$ cat src/hdl/assert_macros.svh
// Assertion helpers for the modules that check themselves.
`ifndef ASSERT_MACROS_SVH
`define ASSERT_MACROS_SVH
`ifndef NO_ASSERTIONS
`define ASSERT_PROP(lbl, clk, rstn, prop, msg) \
    lbl: assert property (@(posedge clk) disable iff (!rstn) prop) else $error(msg);
`define ASSERT_NEVER(lbl, clk, rstn, cond, msg) \
    lbl: assert property (@(posedge clk) disable iff (!rstn) !(cond)) else $error(msg);
`else
`define ASSERT_PROP(lbl, clk, rstn, prop, msg)
`define ASSERT_NEVER(lbl, clk, rstn, cond, msg)
`endif
`endif

$ cat src/hdl/rau_pkg.sv
package rau_pkg;

    localparam int FIELD_W = 16;
    localparam int DEN_IN_W = FIELD_W - 1;
    localparam int NUM_W = 2 * FIELD_W;
    localparam int DEN_W = 2 * FIELD_W - 2;
    localparam int PROD_W = 2 * FIELD_W + 1;
    localparam int CNT_W = $clog2(NUM_W);

    localparam logic [2:0] CMD_ADD = 3'd0;
    localparam logic [2:0] CMD_SUB = 3'd1;
    localparam logic [2:0] CMD_MUL = 3'd2;
    localparam logic [2:0] CMD_DIV = 3'd3;
    localparam logic [2:0] CMD_CMP = 3'd4;

endpackage

$ cat src/hdl/rau_divider.sv
module rau_divider (
    input  logic                       i_clk,
    input  logic                       i_rst_n,
    input  logic                       i_start,
    input  logic [rau_pkg::NUM_W-1:0]  i_dividend,
    input  logic [rau_pkg::NUM_W-1:0]  i_divisor,
    output logic                       o_done,
    output logic [rau_pkg::NUM_W-1:0]  o_quotient
);

    logic                       r_busy;
    logic                       r_done;
    logic [rau_pkg::CNT_W-1:0]  r_cnt;
    logic [rau_pkg::NUM_W-1:0]  r_rem;
    logic [rau_pkg::NUM_W-1:0]  r_quo;
    logic [rau_pkg::NUM_W-1:0]  r_dvs;
    logic [rau_pkg::NUM_W:0]    shifted;
    logic [rau_pkg::NUM_W:0]    diff;
    logic                       fits;

    // One quotient bit per cycle, most significant first.
    assign shifted = {r_rem, r_quo[rau_pkg::NUM_W-1]};
    assign diff    = shifted - {1'b0, r_dvs};
    assign fits    = shifted >= {1'b0, r_dvs};

    always_ff @(posedge i_clk) begin
        if (!i_rst_n) begin
            r_busy <= 1'b0;
            r_done <= 1'b0;
            r_cnt  <= '0;
        end else begin
            r_done <= 1'b0;
            if (i_start) begin
                r_busy <= 1'b1;
                r_cnt  <= '0;
            end else if (r_busy) begin
                r_cnt <= r_cnt + 1'b1;
                if (r_cnt == rau_pkg::CNT_W'(rau_pkg::NUM_W - 1)) begin
                    r_busy <= 1'b0;
                    r_done <= 1'b1;
                end
            end
        end
    end

    always_ff @(posedge i_clk) begin
        if (i_start) begin
            r_rem <= '0;
            r_quo <= i_dividend;
            r_dvs <= i_divisor;
        end else if (r_busy) begin
            r_rem <= fits ? diff[rau_pkg::NUM_W-1:0] : shifted[rau_pkg::NUM_W-1:0];
            r_quo <= {r_quo[rau_pkg::NUM_W-2:0], fits};
        end
    end

    assign o_done     = r_done;
    assign o_quotient = r_quo;

endmodule

$ cat src/hdl/rau_gcd.sv
module rau_gcd (
    input  logic                       i_clk,
    input  logic                       i_rst_n,
    input  logic                       i_start,
    input  logic [rau_pkg::NUM_W-1:0]  i_x,
    input  logic [rau_pkg::NUM_W-1:0]  i_y,
    output logic                       o_done,
    output logic [rau_pkg::NUM_W-1:0]  o_gcd
);

    logic                       r_busy;
    logic                       r_done;
    logic [rau_pkg::NUM_W-1:0]  r_x;
    logic [rau_pkg::NUM_W-1:0]  r_y;
    logic [rau_pkg::CNT_W-1:0]  r_k;
    logic [rau_pkg::NUM_W:0]    diff;
    logic [rau_pkg::NUM_W:0]    ndiff;

    // Both operands are non-zero on start, so the odd/odd subtraction never
    // reaches zero and the loop ends when the two values meet.
    assign diff  = {1'b0, r_x} - {1'b0, r_y};
    assign ndiff = -diff;

    always_ff @(posedge i_clk) begin
        if (!i_rst_n) begin
            r_busy <= 1'b0;
            r_done <= 1'b0;
        end else begin
            r_done <= 1'b0;
            if (i_start) begin
                r_busy <= 1'b1;
            end else if (r_busy && r_x[0] && r_y[0] && !diff[rau_pkg::NUM_W]
                         && (diff[rau_pkg::NUM_W-1:0] == '0)) begin
                r_busy <= 1'b0;
                r_done <= 1'b1;
            end
        end
    end

    always_ff @(posedge i_clk) begin
        if (i_start) begin
            r_x <= i_x;
            r_y <= i_y;
            r_k <= '0;
        end else if (r_busy) begin
            if (!r_x[0] && !r_y[0]) begin
                r_x <= r_x >> 1;
                r_y <= r_y >> 1;
                r_k <= r_k + 1'b1;
            end else if (!r_x[0]) begin
                r_x <= r_x >> 1;
            end else if (!r_y[0]) begin
                r_y <= r_y >> 1;
            end else if (diff[rau_pkg::NUM_W]) begin
                r_y <= ndiff[rau_pkg::NUM_W:1];
            end else if (diff[rau_pkg::NUM_W-1:0] != '0) begin
                r_x <= diff[rau_pkg::NUM_W:1];
            end
        end
    end

    assign o_done = r_done;
    assign o_gcd  = r_x << r_k;

endmodule

$ cat src/hdl/rational_arithmetic_unit_top.sv
// Channel   Ports                                      Handshake
// command   i_command, i_a_num, i_a_den, i_b_num,      start high while busy low
//           i_b_den
// result    o_res_num, o_res_den, o_equal, o_div_zero  o_valid, one cycle, no stall
//
// Compare and unused commands show their result in the cycle after acceptance.
// Arithmetic runs two or three products on one shared multiplier, a binary GCD of one
// shift or subtract a cycle, and two divisions on a shared divider: the numerator and
// then the denominator are divided by the GCD before the result is shown.
// A zero or undefined arithmetic result is shown from the prepare step, skipping the GCD and divisions.
// For arithmetic, busy is high from the cycle after acceptance until the result is shown.
// Reset is synchronous and returns the sequencer to idle; results cannot stall.
`include "assert_macros.svh"

module rational_arithmetic_unit_top (
    input  logic                             i_clk,
    input  logic                             i_rst_n,
    input  logic                             start,
    output logic                             busy,
    input  logic [2:0]                       i_command,
    input  logic signed [rau_pkg::FIELD_W-1:0] i_a_num,
    input  logic [rau_pkg::DEN_IN_W-1:0]     i_a_den,
    input  logic signed [rau_pkg::FIELD_W-1:0] i_b_num,
    input  logic [rau_pkg::DEN_IN_W-1:0]     i_b_den,
    output logic                             o_valid,
    output logic signed [rau_pkg::NUM_W-1:0] o_res_num,
    output logic [rau_pkg::DEN_W-1:0]        o_res_den,
    output logic                             o_equal,
    output logic                             o_div_zero
);

    localparam logic [3:0] S_IDLE = 4'd0;
    localparam logic [3:0] S_MUL1 = 4'd1;
    localparam logic [3:0] S_MUL2 = 4'd2;
    localparam logic [3:0] S_MUL3 = 4'd3;
    localparam logic [3:0] S_PREP = 4'd4;
    localparam logic [3:0] S_GCD  = 4'd5;
    localparam logic [3:0] S_DIVN = 4'd6;
    localparam logic [3:0] S_DIVD = 4'd7;

    localparam int OP_W = rau_pkg::FIELD_W + 1;

    logic [3:0]                         r_state;
    logic [3:0]                         n_state;
    logic [2:0]                         r_cmd;
    logic [rau_pkg::FIELD_W-1:0]        r_an;
    logic [rau_pkg::DEN_IN_W-1:0]       r_ad;
    logic [rau_pkg::FIELD_W-1:0]        r_bn;
    logic [rau_pkg::DEN_IN_W-1:0]       r_bd;
    logic signed [rau_pkg::PROD_W-1:0]  r_num;
    logic signed [rau_pkg::PROD_W-1:0]  r_tmp;
    logic signed [rau_pkg::PROD_W-1:0]  r_den;
    logic                               r_neg;
    logic [rau_pkg::NUM_W-1:0]          r_mn;
    logic [rau_pkg::DEN_W-1:0]          r_md;
    logic [rau_pkg::NUM_W-1:0]          r_qn;
    logic                               r_valid;
    logic [rau_pkg::NUM_W-1:0]          r_res_num;
    logic [rau_pkg::DEN_W-1:0]          r_res_den;
    logic                               r_equal;
    logic                               r_div_zero;

    logic                               accept;
    logic signed [OP_W-1:0]             an_ext, bn_ext, ad_ext, bd_ext;
    logic signed [OP_W-1:0]             mul_a, mul_b;
    logic signed [2*OP_W-1:0]           prod;
    logic [rau_pkg::PROD_W-1:0]         abs_num;
    logic [rau_pkg::PROD_W-1:0]         abs_den;
    logic                               gcd_start, gcd_done;
    logic [rau_pkg::NUM_W-1:0]          gcd_g;
    logic                               div_start, div_done;
    logic [rau_pkg::NUM_W-1:0]          div_dividend, div_quo;
    logic                               zero_case;

    assign accept = start && (r_state == S_IDLE);

    assign an_ext = {r_an[rau_pkg::FIELD_W-1], r_an};
    assign bn_ext = {r_bn[rau_pkg::FIELD_W-1], r_bn};
    assign ad_ext = {2'b00, r_ad};
    assign bd_ext = {2'b00, r_bd};

    // The single multiplier is steered through the two or three products of the command.
    always_comb begin
        mul_a = an_ext;
        mul_b = bd_ext;
        unique case (r_state)
            S_MUL1: begin
                mul_a = an_ext;
                mul_b = (r_cmd == rau_pkg::CMD_MUL) ? bn_ext : bd_ext;
            end
            S_MUL2: begin
                mul_a = bn_ext;
                mul_b = ad_ext;
            end
            S_MUL3: begin
                mul_a = ad_ext;
                mul_b = (r_cmd == rau_pkg::CMD_DIV) ? bn_ext : bd_ext;
            end
            default: begin
                mul_a = an_ext;
                mul_b = bd_ext;
            end
        endcase
    end

    assign prod = mul_a * mul_b;

    assign abs_num   = r_num[rau_pkg::PROD_W-1] ? -r_num : r_num;
    assign abs_den   = r_den[rau_pkg::PROD_W-1] ? -r_den : r_den;
    assign zero_case = (r_den == '0) || (r_num == '0);

    assign gcd_start    = (r_state == S_PREP) && !zero_case;
    assign div_start    = ((r_state == S_GCD) && gcd_done) || ((r_state == S_DIVN) && div_done);
    assign div_dividend = (r_state == S_GCD) ? r_mn
                                             : {{(rau_pkg::NUM_W - rau_pkg::DEN_W){1'b0}}, r_md};

    rau_gcd u_gcd (
        .i_clk   (i_clk),
        .i_rst_n (i_rst_n),
        .i_start (gcd_start),
        .i_x     (abs_num[rau_pkg::NUM_W-1:0]),
        .i_y     ({{(rau_pkg::NUM_W - rau_pkg::DEN_W){1'b0}}, abs_den[rau_pkg::DEN_W-1:0]}),
        .o_done  (gcd_done),
        .o_gcd   (gcd_g)
    );

    rau_divider u_div (
        .i_clk      (i_clk),
        .i_rst_n    (i_rst_n),
        .i_start    (div_start),
        .i_dividend (div_dividend),
        .i_divisor  (gcd_g),
        .o_done     (div_done),
        .o_quotient (div_quo)
    );

    always_comb begin
        n_state = r_state;
        unique case (r_state)
            S_IDLE: begin
                if (accept && (i_command <= rau_pkg::CMD_DIV)) begin
                    n_state = S_MUL1;
                end
            end
            S_MUL1: begin
                n_state = ((r_cmd == rau_pkg::CMD_ADD) || (r_cmd == rau_pkg::CMD_SUB))
                          ? S_MUL2 : S_MUL3;
            end
            S_MUL2: n_state = S_MUL3;
            S_MUL3: n_state = S_PREP;
            S_PREP: n_state = zero_case ? S_IDLE : S_GCD;
            S_GCD:  if (gcd_done) n_state = S_DIVN;
            S_DIVN: if (div_done) n_state = S_DIVD;
            S_DIVD: if (div_done) n_state = S_IDLE;
            default: n_state = S_IDLE;
        endcase
    end

    always_ff @(posedge i_clk) begin
        if (!i_rst_n) begin
            r_state <= S_IDLE;
            r_valid <= 1'b0;
        end else begin
            r_state <= n_state;
            r_valid <= (accept && (i_command > rau_pkg::CMD_DIV))
                    || ((r_state == S_PREP) && zero_case)
                    || ((r_state == S_DIVD) && div_done);
        end
    end

    always_ff @(posedge i_clk) begin
        if (accept) begin
            r_cmd      <= i_command;
            r_an       <= i_a_num;
            r_ad       <= i_a_den;
            r_bn       <= i_b_num;
            r_bd       <= i_b_den;
            r_res_num  <= '0;
            r_res_den  <= rau_pkg::DEN_W'(1);
            r_equal    <= (i_command == rau_pkg::CMD_CMP) && (i_a_num == i_b_num)
                          && (i_a_den == i_b_den);
            r_div_zero <= 1'b0;
        end
        unique case (r_state)
            S_MUL1: r_num <= prod[rau_pkg::PROD_W-1:0];
            S_MUL2: r_tmp <= prod[rau_pkg::PROD_W-1:0];
            S_MUL3: begin
                r_den <= prod[rau_pkg::PROD_W-1:0];
                if (r_cmd == rau_pkg::CMD_ADD) begin
                    r_num <= r_num + r_tmp;
                end else if (r_cmd == rau_pkg::CMD_SUB) begin
                    r_num <= r_num - r_tmp;
                end
            end
            S_PREP: begin
                r_neg      <= r_num[rau_pkg::PROD_W-1] ^ r_den[rau_pkg::PROD_W-1];
                r_mn       <= abs_num[rau_pkg::NUM_W-1:0];
                r_md       <= abs_den[rau_pkg::DEN_W-1:0];
                r_equal    <= 1'b0;
                r_div_zero <= (r_den == '0);
            end
            S_DIVN: if (div_done) r_qn <= div_quo;
            S_DIVD: begin
                if (div_done) begin
                    r_res_num <= r_neg ? -r_qn : r_qn;
                    r_res_den <= div_quo[rau_pkg::DEN_W-1:0];
                end
            end
            default: begin
            end
        endcase
    end

    assign busy       = (r_state != S_IDLE);
    assign o_valid    = r_valid;
    assign o_res_num  = r_res_num;
    assign o_res_den  = r_res_den;
    assign o_equal    = r_equal;
    assign o_div_zero = r_div_zero;

    `ASSERT_PROP(a_accept_busy, i_clk, i_rst_n, (accept && (i_command <= rau_pkg::CMD_DIV)) |=> busy, "arithmetic item accepted without going busy")
    `ASSERT_PROP(a_valid_idle, i_clk, i_rst_n, o_valid |-> !busy, "result shown while still busy")
    `ASSERT_PROP(a_den_nonzero, i_clk, i_rst_n, o_valid |-> (o_res_den != '0), "result denominator is zero")
    `ASSERT_PROP(a_dz_result, i_clk, i_rst_n, (o_valid && o_div_zero) |-> ((o_res_num == '0) && (o_res_den == rau_pkg::DEN_W'(1))), "divide-by-zero result is not 0/1")
    `ASSERT_NEVER(a_gcd_stray, i_clk, i_rst_n, gcd_done && (r_state != S_GCD), "GCD finished outside its step")

endmodule
$ cat config.mk
export PLATFORM = sky130hd
export DESIGN_NAME = rational_arithmetic_unit_top
export DESIGN_NICKNAME = d
export VERILOG_FILES = /design/src/hdl/rau_pkg.sv /design/src/hdl/rau_divider.sv /design/src/hdl/rau_gcd.sv /design/src/hdl/rational_arithmetic_unit_top.sv
export VERILOG_INCLUDE_DIRS = /design/src /design/src/hdl
export SDC_FILE = /design/constraint.sdc
export NUM_CORES = 2
export LEC_CHECK = 0
export BUFFER_PORTS_ARGS = -buffer_cell sky130_fd_sc_hd__buf_2
export CAP_MARGIN = 20
export CORE_ASPECT_RATIO = 2
export CORE_MARGIN = 3
export CORE_UTILIZATION = 65
export CTS_CLUSTER_SIZE = 30
export DETAILED_ROUTE_END_ITERATION = 10
export PLACE_DENSITY = 0.83
export SLEW_MARGIN = 20
export SYNTH_ARGS = -nofsm -noshare
export SYNTH_HDL_FRONTEND = slang
export SYNTH_HIERARCHICAL = 1
export SYNTH_SLANG_ARGS = --single-unit
export TNS_END_PERCENT = 20
$ cat constraint.sdc
create_clock -name i_clk -period 20.8 [get_ports i_clk]
set_clock_uncertainty 0.15 [all_clocks]
set_input_delay 3.12 -clock i_clk [delete_from_list [all_inputs] [get_ports i_clk]]
set_output_delay 3.12 -clock i_clk [all_outputs]
set_load 0.005 [all_outputs]
==> metrics <==
Final min period=a little under 10 ns; count leader, synth=nand2_1; vias post-DR=around 33000; Core ar.=61980 um^2; hold_buf cts=0; Synth Area in Compound Gates=between 10 and 15%; Simple-Gate Fraction of Synth Area=roughly 15%; met3 global-route usage=under 10%; Post-Route WL=~130000 um; Critical Path End Type=flop; hold depth=2; synthesized instance count=between 4000 and 5000; grt met2 use=between 70 and 80%; Final Wtd Congestion=approximately 1.1; Root Buffer=clkbuf_16; CP delay by family, top=adder cells; unrepaired setup endpoints after global routing=no; Worst EP arrival=between 9 and 10 ns; GR Util met1=a little under a third; Clock transition at path regs=approximately 0.07 ns; multiplexer area fraction after synthesis=under 10%; Worst Path Required=around 21 ns; Detail Route Antenna Nets=0; Synth cell types=around 120; reg2reg start=r_state[1]; largest net degree at the start of global routing=88; share of cells above drive strength 1=~10%; Port Buffer Count=about 130; Seq cells post-synth=roughly 500; FILL cells=roughly 4800; final count of pins violating max slew=0; first-pass GRT wire length=193900 um; Nets=around 4900; drt pass-1 iters=5; die height=between 300 and 400 um; Die W=between 150 and 200 um; Reg2Reg Depth=26; Yosys top cell area share=between 20% and 30%; TNS Setup=0 ns; pre-CTS setup slack=11.36 ns; largest area contributor in the netlist=edfxtp_1; Bufs and invs on worst path=5; CP peak stage delay=0.92 ns; number of global-route vias before repair=roughly 35000; CP startpoint=r_state[1]; HPWL after DPL=102300 um; final instance area=between 40000 and 50000 um^2; Post-CTS Setup Bufs=0; Adder-Cell Fraction of Synth Area=between 10% and 20%; ANT cells=0; antenna violations before repair=1; top cells by count, synth=nand2_1, inv_1, edfxtp_1; total gr overflow=0; CTS buffer count=46; Final Cycle Share=46.42%; status=complete, no violations; FP Rows=about 130; synthesized area=40830 um^2; Sequential Area=roughly 14000 um^2; Initial Utilization=65.88%; Max Clk Rate=between 100 and 150 MHz; CTS tree=done; final setup fails=0; per-cell routed wire length=between 20 and 25 um; GRT Total Usage=between 30 and 40%; CP max stage cell=fa_1; Post-synth ARST share=0%; busiest layer in global routing=met2; Crit Path Category=flop to flop; CP dominant cell by count=fa_1; DRC=0; CP Launch Type=flop; # clock sinks=between 500 and 600; Critical Path Stages=26; die area=66040 um^2; io pins=between 100 and 150; dpl cell area=around 42000 um^2; worst skew pair latency=0.64 ns; actual slew at the worst max-slew pin=approximately 1.2 ns; startpoint of the worst hold path=o_res_num[29]; worst setup slack after layout=approximately 11 ns; DR iter-0 viols=~2100; Clock H-tree levels=2; max_cap viols=0; EDFF count, synth=388; Synth warnings=6; area of the multi-input gates=~24000 um^2; Worst slew margin=20.29%; largest family of logic cells by synthesized area=adder cells; XOR/XNOR Fraction of Synth Area=6.196%; drt via density=6.363; post-cts sizing count=0; crit path max fanout=16; Area contributors post-synth=edfxtp_1, fa_1, ha_1; Synth Area per Inst=~9.5 um^2; Most used DFF post-synth=edfxtp_1; Area growth, synth to finish=7.174%; register area share after synthesis=~34%; largest buffer count on any clock path=3; Fin. Hold Viols=0; Finished Core Util=70.60%; Tightest Hold Check Type=flop to flop
placed cells by master (no fill, tap or decap), types with 17 or more instances in the layout:
cell,n
xnor2_1,172
a211oi_1,41
mux2_2,56
o21a_1,49
dfxtp_1,112
inv_1,492
edfxtp_1,388
o21ai_0,220
a21o_1,62
and2_1,24
nand4_1,32
o21bai_1,17
a31oi_1,24
nor4_1,18
mux2i_1,73
a21oi_1,212
fa_1,285
buf_2,133
and3_1,18
o31ai_1,38
or3_1,28
nor3_1,51
nor2_1,352
nand3_1,90
clkbuf_16,48
ha_1,190
nor2b_1,42
o21ai_1,21
buf_4,50
nand2b_1,32
or2_2,26
o41ai_1,17
nand2_1,529
xor2_1,115
path summary, 6_finish.rpt:
check	end	slack, ns
worst max-delay path	r_num[31]	11.14
worst min-delay path	o_res_num[29]	0.30
worst max register to register	r_num[31]	11.14
worst min register to register	o_res_num[29]	0.30
cell type report:
type                       instances  area share [%]
clock buffer                      57           2.891
clock inverter                    29          0.8606
inverter                         496           4.255
multi-input combinational       3110           55.57
sequential                       501           31.80
tap                              786           2.247
timing repair buffer             183           2.379
logic make-up after synthesis:
group,Yosys count
simple gates,1337
compound gates,863
buf+inv,681
flops,501
fa+ha+maj,475
xor+xnor,288
mux,145
other cells,1
tightest hold or removal path: cells and delay by family, from the launching register on:
family	cells	cell delay [ns]
flops	1	0.32
compound gates	1	0.05
simple gates	1	0.04
state kept, by name, summed over array words and instances (netlist names), 30 cells and up:
signal / cells
r_den: 33
u_div/r_dvs: 32
r_tmp: 33
u_div/o_quotient: 32
u_gcd/r_x: 32
o_res_den: 30
r_md: 30
r_num: 33
r_qn: 32
o_res_num: 32
u_gcd/r_y: 32
r_mn: 32
u_div/r_rem: 32
metal layers:
metal,share of wire (%),up-vias
met5,0.010,-
met3,5.7,721
met2,53,1447
li1,-,14820
met4,14,2
met1,28,15850
through the flow:
stage	cells	hold WS [ns]
after floorplan	4292	0.2722
after global placement	5076	0.2792
after detailed placement	5076	0.2867
after CTS	5162	0.3032
after global routing	5162	0.3317
final	5162	0.2962
Power is not shown: default switching activity piles up to over one toggle a cycle in this logic, so the estimate is an artifact.
